[src/design/tpaf_pkg.sv]
// ----------------------------------------------------------------------------
// tpaf_pkg
// Shared types, codes and constants of the triac phase-angle firing block.
// ----------------------------------------------------------------------------
package tpaf_pkg;

    localparam int DELAY_W   = 14;
    localparam int PERCENT_W = 7;
    localparam int PULSE_W   = 10;

    localparam logic [DELAY_W-1:0]   DELAY_OFF    = 14'd10000;
    localparam logic [DELAY_W-1:0]   DELAY_SKIP   = 14'd9800;
    localparam logic [DELAY_W-1:0]   DELAY_FULL   = 14'd0;
    localparam logic [PERCENT_W-1:0] FULL_PERCENT = 7'd100;
    localparam logic [PERCENT_W-1:0] PHASE_TOP    = 7'd47;
    localparam logic [PERCENT_W-1:0] RESET_HOLD   = 7'd80;
    localparam logic [PULSE_W-1:0]   RESET_PULSE  = 10'd50;

    // Item kinds carried on the input tuser.
    typedef enum logic [1:0] {
        FUNC_TICK      = 2'd0,
        FUNC_CROSS     = 2'd1,
        FUNC_SET_POWER = 2'd2
    } func_t;

    // Register index, taken from paddr[2].
    typedef enum logic {
        REG_PULSE_WIDTH = 1'b0,
        REG_LATCH_HOLD  = 1'b1
    } reg_idx_t;

    // Firing delay for 0..47 percent: 9100 - floor(p * 3600 / 47).
    localparam logic [DELAY_W-1:0] PHASE_DELAY_TABLE [48] = '{
        14'd9100, 14'd9024, 14'd8947, 14'd8871, 14'd8794, 14'd8718,
        14'd8641, 14'd8564, 14'd8488, 14'd8411, 14'd8335, 14'd8258,
        14'd8181, 14'd8105, 14'd8028, 14'd7952, 14'd7875, 14'd7798,
        14'd7722, 14'd7645, 14'd7569, 14'd7492, 14'd7415, 14'd7339,
        14'd7262, 14'd7186, 14'd7109, 14'd7032, 14'd6956, 14'd6879,
        14'd6803, 14'd6726, 14'd6649, 14'd6573, 14'd6496, 14'd6420,
        14'd6343, 14'd6266, 14'd6190, 14'd6113, 14'd6037, 14'd5960,
        14'd5883, 14'd5807, 14'd5730, 14'd5654, 14'd5577, 14'd5500
    };

    typedef struct packed {
        logic [PULSE_W-1:0]   pulse_width;
        logic [PERCENT_W-1:0] latch_hold;
    } cfg_t;

    typedef struct packed {
        logic                 latch;
        logic [PERCENT_W-1:0] applied;
        logic [DELAY_W-1:0]   delay;
    } power_t;

    typedef struct packed {
        logic                 gate;
        logic                 fired;
        logic [PERCENT_W-1:0] applied_power;
        logic [DELAY_W-1:0]   delay_us;
    } result_t;

endpackage

[src/design/tpaf_power_map.sv]
// ----------------------------------------------------------------------------
// tpaf_power_map
// Maps a requested power percent to applied percent, firing delay and latch.
// ----------------------------------------------------------------------------
module tpaf_power_map
    import tpaf_pkg::*;
(
    input  logic signed [7:0]     percent,
    input  logic                  latch,
    input  logic [PERCENT_W-1:0]  latch_hold,
    input  power_t                current,
    output power_t                mapped
);

    logic                 is_off;
    logic                 is_full;
    logic                 holds;
    logic [PERCENT_W-1:0] clamped;

    always_comb
    begin
        is_off  = percent[7] || (percent == 8'sd0);
        is_full = !percent[7] && (percent[6:0] >= FULL_PERCENT);
        // Positive percent below 100 fits in seven bits.
        holds   = latch && (percent[6:0] >= latch_hold);
        clamped = (percent[6:0] > PHASE_TOP) ? PHASE_TOP : percent[6:0];

        mapped = current;
        if (is_off)
        begin
            mapped.latch   = 1'b0;
            mapped.applied = '0;
            mapped.delay   = DELAY_OFF;
        end
        else if (is_full || holds)
        begin
            mapped.latch   = 1'b1;
            mapped.applied = FULL_PERCENT;
            mapped.delay   = DELAY_FULL;
        end
        else
        begin
            mapped.latch   = 1'b0;
            mapped.applied = clamped;
            mapped.delay   = PHASE_DELAY_TABLE[clamped[5:0]];
        end
    end

endmodule

[src/design/tpaf_engine.sv]
// ----------------------------------------------------------------------------
// tpaf_engine
// Firing state and the update applied by each request.
// ----------------------------------------------------------------------------
module tpaf_engine
    import tpaf_pkg::*;
(
    input  logic              clk,
    input  logic              rst_n,
    input  logic              step,
    input  logic [1:0]        func,
    input  logic signed [7:0] percent,
    input  cfg_t              cfg,
    output result_t           result
);

    power_t               power_reg, power_next, mapped;
    logic [DELAY_W-1:0]   countdown_reg, countdown_next;
    logic                 counting_reg, counting_next;
    logic [PULSE_W-1:0]   pulse_left_reg, pulse_left_next;
    logic                 gate_reg, gate_next;
    logic                 fired;
    logic [DELAY_W-1:0]   count_dec;
    logic [PULSE_W-1:0]   pulse_load;

    tpaf_power_map u_power_map (
        .percent    (percent),
        .latch      (power_reg.latch),
        .latch_hold (cfg.latch_hold),
        .current    (power_reg),
        .mapped     (mapped)
    );

    always_comb
    begin
        power_next      = power_reg;
        countdown_next  = countdown_reg;
        counting_next   = counting_reg;
        pulse_left_next = pulse_left_reg;
        gate_next       = gate_reg;
        fired           = 1'b0;
        count_dec       = (countdown_reg != '0) ? countdown_reg - 1'b1 : countdown_reg;
        pulse_load      = (cfg.pulse_width != '0) ? cfg.pulse_width : PULSE_W'(1);

        case (func)
            FUNC_SET_POWER:
            begin
                power_next = mapped;
            end
            FUNC_CROSS:
            begin
                counting_next   = 1'b0;
                countdown_next  = '0;
                pulse_left_next = '0;
                gate_next       = 1'b0;
                if (power_reg.delay == DELAY_FULL)
                begin
                    gate_next = 1'b1;
                    fired     = 1'b1;
                end
                else if (power_reg.delay < DELAY_SKIP)
                begin
                    countdown_next = power_reg.delay;
                    counting_next  = 1'b1;
                end
            end
            FUNC_TICK:
            begin
                if (pulse_left_reg != '0)
                begin
                    pulse_left_next = pulse_left_reg - 1'b1;
                    if (pulse_left_reg == PULSE_W'(1))
                    begin
                        gate_next = 1'b0;
                    end
                end
                else if (counting_reg)
                begin
                    countdown_next = count_dec;
                    if (count_dec == '0)
                    begin
                        counting_next   = 1'b0;
                        gate_next       = 1'b1;
                        pulse_left_next = pulse_load;
                        fired           = 1'b1;
                    end
                end
            end
            default:
            begin
                // Unused kind: state holds and nothing fires.
            end
        endcase

        result.gate          = gate_next;
        result.fired         = fired;
        result.applied_power = power_next.applied;
        result.delay_us      = power_next.delay;
    end

    always_ff @(posedge clk or negedge rst_n)
    begin
        if (!rst_n)
        begin
            power_reg      <= '{latch: 1'b0, applied: '0, delay: DELAY_OFF};
            countdown_reg  <= '0;
            counting_reg   <= 1'b0;
            pulse_left_reg <= '0;
            gate_reg       <= 1'b0;
        end
        else if (step)
        begin
            power_reg      <= power_next;
            countdown_reg  <= countdown_next;
            counting_reg   <= counting_next;
            pulse_left_reg <= pulse_left_next;
            gate_reg       <= gate_next;
        end
    end

    // A running gate pulse keeps the gate high.
    a_pulse_gate: assert property (@(posedge clk) disable iff (!rst_n)
        (pulse_left_reg != '0) |-> gate_reg)
        else $error("gate low while a pulse is running");

    // The phase countdown and the gate pulse never run together.
    a_count_excl: assert property (@(posedge clk) disable iff (!rst_n)
        !(counting_reg && (pulse_left_reg != '0)))
        else $error("countdown and pulse active together");

    // An armed countdown always has ticks left.
    a_count_nz: assert property (@(posedge clk) disable iff (!rst_n)
        counting_reg |-> (countdown_reg != '0))
        else $error("countdown armed at zero");

    // A firing request always leaves the gate high.
    a_fire_gate: assert property (@(posedge clk) disable iff (!rst_n)
        (step && fired) |=> gate_reg)
        else $error("fired without raising the gate");

endmodule

[src/design/triac_phase_angle_firing_top.sv]
// Path: an accepted request waits in the input register, its result in the result register.
// Throughput: one request per cycle while the master side keeps taking results.
// Stalls on the master side back up through the input register to s_tready.
// Reset (rst_n, asynchronous, active low) clears the pipeline, the firing state
// and loads the registers with a pulse width of 50 and a latch hold of 80 percent.
// ----------------------------------------------------------------------------
// triac_phase_angle_firing_top
// Triac phase-angle firing controller with stream ports and a register port.
// ----------------------------------------------------------------------------
module triac_phase_angle_firing_top
    import tpaf_pkg::*;
(
    input  logic        clk,
    input  logic        rst_n,
    // Slave side: one request per transfer.
    input  logic        s_tvalid,
    output logic        s_tready,
    input  logic [7:0]  s_tdata,   // [7:0] percent (signed)
    input  logic [1:0]  s_tuser,   // [1:0] func
    // Master side: one result per request.
    output logic        m_tvalid,
    input  logic        m_tready,
    output logic [23:0] m_tdata,   // [0] gate, [1] fired, [8:2] applied_power,
                                   // [22:9] delay_us, [23] zero
    // Register port.
    input  logic        psel,
    input  logic        penable,
    input  logic        pwrite,
    input  logic [2:0]  paddr,
    input  logic [31:0] pwdata,
    output logic [31:0] prdata,
    output logic        pready
);

    // The input register holds the accepted request; the engine updates its
    // state from it and the result register holds the outcome until the
    // master side takes it. Both registers may be full at once, so a new
    // request is taken even while a result is still waiting.
    logic              in_valid_reg, in_valid_next;
    logic [1:0]        in_func_reg;
    logic signed [7:0] in_percent_reg;
    logic              out_valid_reg, out_valid_next;
    result_t           out_result_reg;
    result_t           result;
    logic              advance;
    logic              take;
    cfg_t              cfg_reg, cfg_next;
    logic              cfg_write;

    // The request in the input register moves on when the result slot is
    // empty or is being emptied in this cycle.
    assign advance  = in_valid_reg && (!out_valid_reg || m_tready);
    assign s_tready = !in_valid_reg || advance;
    assign take     = s_tvalid && s_tready;

    always_comb
    begin
        in_valid_next = in_valid_reg;
        if (take)
        begin
            in_valid_next = 1'b1;
        end
        else if (advance)
        begin
            in_valid_next = 1'b0;
        end

        out_valid_next = out_valid_reg;
        if (advance)
        begin
            out_valid_next = 1'b1;
        end
        else if (m_tready)
        begin
            out_valid_next = 1'b0;
        end
    end

    always_ff @(posedge clk or negedge rst_n)
    begin
        if (!rst_n)
        begin
            in_valid_reg  <= 1'b0;
            out_valid_reg <= 1'b0;
        end
        else
        begin
            in_valid_reg  <= in_valid_next;
            out_valid_reg <= out_valid_next;
        end
    end

    // Payload registers carry no reset; their valid flags guard them.
    always_ff @(posedge clk)
    begin
        if (take)
        begin
            in_func_reg    <= s_tuser;
            in_percent_reg <= s_tdata;
        end
        if (advance)
        begin
            out_result_reg <= result;
        end
    end

    tpaf_engine u_engine (
        .clk     (clk),
        .rst_n   (rst_n),
        .step    (advance),
        .func    (in_func_reg),
        .percent (in_percent_reg),
        .cfg     (cfg_reg),
        .result  (result)
    );

    assign m_tvalid = out_valid_reg;
    assign m_tdata  = {1'b0, out_result_reg.delay_us, out_result_reg.applied_power,
                       out_result_reg.fired, out_result_reg.gate};

    // Register port: always ready, writes land on the access cycle. The
    // register is selected by address bit two, so each register occupies a
    // four-byte slot.
    assign pready    = 1'b1;
    assign cfg_write = psel && penable && pwrite;

    always_comb
    begin
        cfg_next = cfg_reg;
        if (cfg_write)
        begin
            unique case (reg_idx_t'(paddr[2]))
                REG_PULSE_WIDTH: cfg_next.pulse_width = pwdata[PULSE_W-1:0];
                REG_LATCH_HOLD:  cfg_next.latch_hold  = pwdata[PERCENT_W-1:0];
            endcase
        end

        unique case (reg_idx_t'(paddr[2]))
            REG_PULSE_WIDTH: prdata = {{(32-PULSE_W){1'b0}}, cfg_reg.pulse_width};
            REG_LATCH_HOLD:  prdata = {{(32-PERCENT_W){1'b0}}, cfg_reg.latch_hold};
        endcase
    end

    always_ff @(posedge clk or negedge rst_n)
    begin
        if (!rst_n)
        begin
            cfg_reg <= '{pulse_width: RESET_PULSE, latch_hold: RESET_HOLD};
        end
        else
        begin
            cfg_reg <= cfg_next;
        end
    end

endmodule

[config.mk]
export PLATFORM = sky130hd
export DESIGN_NAME = triac_phase_angle_firing_top
export DESIGN_NICKNAME = d
export VERILOG_FILES = /design/src/design/tpaf_pkg.sv /design/src/design/tpaf_power_map.sv /design/src/design/tpaf_engine.sv /design/src/design/triac_phase_angle_firing_top.sv
export SDC_FILE = /design/constraint.sdc
export NUM_CORES = 1
export LEC_CHECK = 0
export ABC_AREA = 1
export BUFFER_PORTS_ARGS = -buffer_cell sky130_fd_sc_hd__buf_2
export CORE_MARGIN = 4
export CORE_UTILIZATION = 56
export CTS_CLUSTER_DIAMETER = 150
export CTS_CLUSTER_SIZE = 30
export DETAILED_ROUTE_END_ITERATION = 16
export HOLD_SLACK_MARGIN = 0.1
export PLACE_DENSITY = 0.89
export SYNTH_ARGS = -nofsm -noshare
export SYNTH_HDL_FRONTEND = slang
export SYNTH_HIERARCHICAL = 1
export SYNTH_SLANG_ARGS = --single-unit
[constraint.sdc]
create_clock -name clk -period 8.7 [get_ports clk]
set_input_delay 1.305 -clock clk [delete_from_list [all_inputs] [get_ports clk]]
set_output_delay 1.305 -clock clk [all_outputs]
set_load 0.01 [all_outputs]
==> results.json <==
{
  "start_kind": "input pin",
  "gr-usage-all-layers": 0.236,
  "drt-initial-drc-count": 524,
  "rsz0062_at_grt": "false",
  "grt_pass1_vias": 5581,
  "drive_gt1_frac": 0.145,
  "ctsHoldBuffers": 0,
  "ys_dominant_reg_cell": "dfrtp_1",
  "fp.dieH_um": 117,
  "finalPower_mw": 2.05,
  "fmax_mhz": 266,
  "synth-seq-area-share": 0.403,
  "dp_slack_ns": 4.63,
  "maxCapViolations": 0,
  "cpLargestDelayFamily": "compound AO/OA/AOI/OAI gates",
  "min_period_ns": 3.76,
  "layout_setup_ws_ns": 4.94,
  "yosysWarnings": 6,
  "drc": 0,
  "worstSetupPathType": "input pin to register",
  "fin_setup_tns_ns": 0,
  "die_area_mm2": 0.0137,
  "crit_path_start": "m_tready",
  "period_share": 0.433,
  "p_per_area_mw_per_mm2": 284,
  "gp_congestion": 0.958,
  "port_buffers": 62,
  "synth_top_family_by_area": "simple AND/OR/NAND/NOR gates",
  "stdcell_count": 1095,
  "grt_overflow": 0,
  "clkLatencyLatePin_ns": 0.34,
  "cts_sinks": 100,
  "drtPass1Iterations": 6,
  "r2r-start": "m_tvalid",
  "final_nets": 1017,
  "wire_per_inst_um": 14.3,
  "grt_pass1_wl_um": 26100,
  "finalHoldViolations": 0,
  "via_count": 6124,
  "dp_hpwl_um": 11100,
  "min_path_type": "register to register",
  "power.leakage_nw": 3.57,
  "final_area_mm2": 0.00722,
  "synth_mux_area_frac": 0.00169,
  "slew_headroom": 0.395,
  "core-area_mm2": 0.0115,
  "synth.cell_area_mm2": 0.00665,
  "grt_max_degree": 68,
  "worst_ep_required_time_ns": 8.96,
  "clock_skew_ns": 0.00702,
  "io_pins": 111,
  "placed_area_mm2": 0.00689,
  "avgViaCountPerCell": 5.59,
  "post-place-cells": 1079,
  "crit_path_max_incr_delay_ns": 0.68,
  "ys_async_sr_fraction": 0.670,
  "antenna_found_initial": 0,
  "synth_fa_ha_area_frac": 0.0339,
  "post_cts_buffers": 0,
  "area_delta_synth_final_pct": 8.64,
  "initial_core_util": 0.577,
  "synth_xor_area_frac": 0.0105,
  "die_w_um": 117,
  "clockBufferDepth": 2,
  "cts_resized": 0,
  "utilization": 0.627,
  "synth_cell_type_count": 46,
  "largest_reg_flops": 23,
  "cts_root_buf": "clkbuf_16",
  "critPathArrivalTime_ns": 4.02,
  "synth-edff-count": 33,
  "status": "complete, no violations",
  "min_from": "cfg_reg[11]",
  "clk_pin_slew_worst_paths_ns": 0.07,
  "end_kind": "register",
  "synth_compound_area_frac": 0.103,
  "totalWireLength_um": 15600,
  "cts_max_level": 3,
  "crit_buf_inv": 4,
  "synth_cells": 902,
  "whs_ns": 0.477,
  "cts_tree": "built",
  "yosys_register_bits": 100,
  "synth-simple-area-share": 0.336,
  "crit_slowest_cell": "nor2_1",
  "setup_viol": 0,
  "antenna_cells": 0,
  "ir_worst_vdd_v": 0.000157,
  "slew_viol_final": 0,
  "crit_fanout": 54,
  "crit_chain": "buf_2, inv_1, a21oi_4, buf_4, inv_1, nor2_1, o21ai_1, a21oi_4, nand2_1, o21ai_0",
  "ant_nets": 0,
  "worst_slew_pin_slew_ns": 0.904,
  "fp-row-count": 39,
  "synth_area_per_cell_um2": 7.37,
  "numCtsBuffers": 9,
  "n_fill_cell": 998
}
[final timing paths]
| kind | to | slack (ns) | depth (start not counted) |
|---|---|---|---|
| max in group asynchronous | cfg_reg[9] | 6.99 | 2 |
| setup reg to reg | u_engine/countdown_reg[1] | 5.58 | 8 |
| hold / removal | cfg_reg[11] | 0.48 | 2 |
| hold reg to reg | cfg_reg[11] | 0.48 | 2 |
| setup / recovery | u_engine/countdown_reg[1] | 4.94 | 10 |
| min in group asynchronous | u_engine/countdown_reg[12] | 1.14 | 2 |
[layer usage]
layer,global-route usage,vias up,share of wire
met1,0.328,2824,0.44
met4,0.0757,0,0.012
met3,0.0386,22,0.072
li1,-,3005,-
met2,0.381,273,0.48
met5,0,-,0
[power breakdown]
part           switching (mW)  leakage [nW]  internal (mW)
combinational           0.600          2.24          0.290
clock                   0.181         0.163          0.263
sequential             0.0966          1.17          0.624
[cells in the final DEF (no fill, tap or decap), types with 11 or more instances in the layout]
cell type / count
a21oi_1: 17
buf_2: 62
conb_1: 24
dfrtp_1: 57
edfxtp_1: 33
ha_1: 18
inv_1: 89
nand2_1: 276
nand3_1: 93
nand4_1: 22
nor2_1: 59
o21ai_0: 72
o21ai_1: 11
o22ai_1: 12
[cell usage after synthesis, types with 2 or more instances]
cell type,instances,area (um2)
nand3b_1,3,22.5
buf_2,5,25.0
a21oi_1,18,90.1
nand3_1,93,465
nand2_2,10,62.6
edfxtp_1,33,991
nand2_1,276,1040
nor3_1,4,20.0
o211ai_1,3,22.5
buf_4,29,218
inv_1,89,334
nor2_2,9,56.3
dfrtp_1,57,1430
nand2_4,2,22.5
o21ai_0,72,360
nor2_4,6,67.6
buf_6,7,78.8
a41oi_1,2,17.5
inv_2,8,30.0
ha_1,18,225
nand4_1,22,138
conb_1,2,7.51
dfstp_2,10,263
o21ai_1,11,55.1
xor2_1,7,61.3
nand3_2,3,30.0
nor2_1,59,221
o22ai_1,12,75.1
clkbuf_1,10,37.5
nand4_2,2,25.0
nor4_1,5,31.3
[area by class of cell]
class                      instances  area [um2]  area share
clock buffer                      10         239      0.0331
sequential                       100        2680       0.371
inverter                          98         370      0.0513
clock inverter                     6        97.6      0.0135
timing repair buffer              65         333      0.0461
multi-input combinational        673        3330       0.460
tap                              143         179      0.0248
[cell families after synthesis]
logic type,after synthesis
other,2
adder cells (fa/ha/maj),18
buffers and inverters,151
AO/OA/AOI/OAI,125
XOR/XNOR,8
AND/OR/NAND/NOR,497
flip-flops,100
multiplexers,1
[tightest hold or removal path, delay by kind of cell, from the launching register on]
family	cells	cell delay (ns)
and+or+nand+nor	2	0.10
DFF	1	0.38
Power figures use the tool's default switching activity.
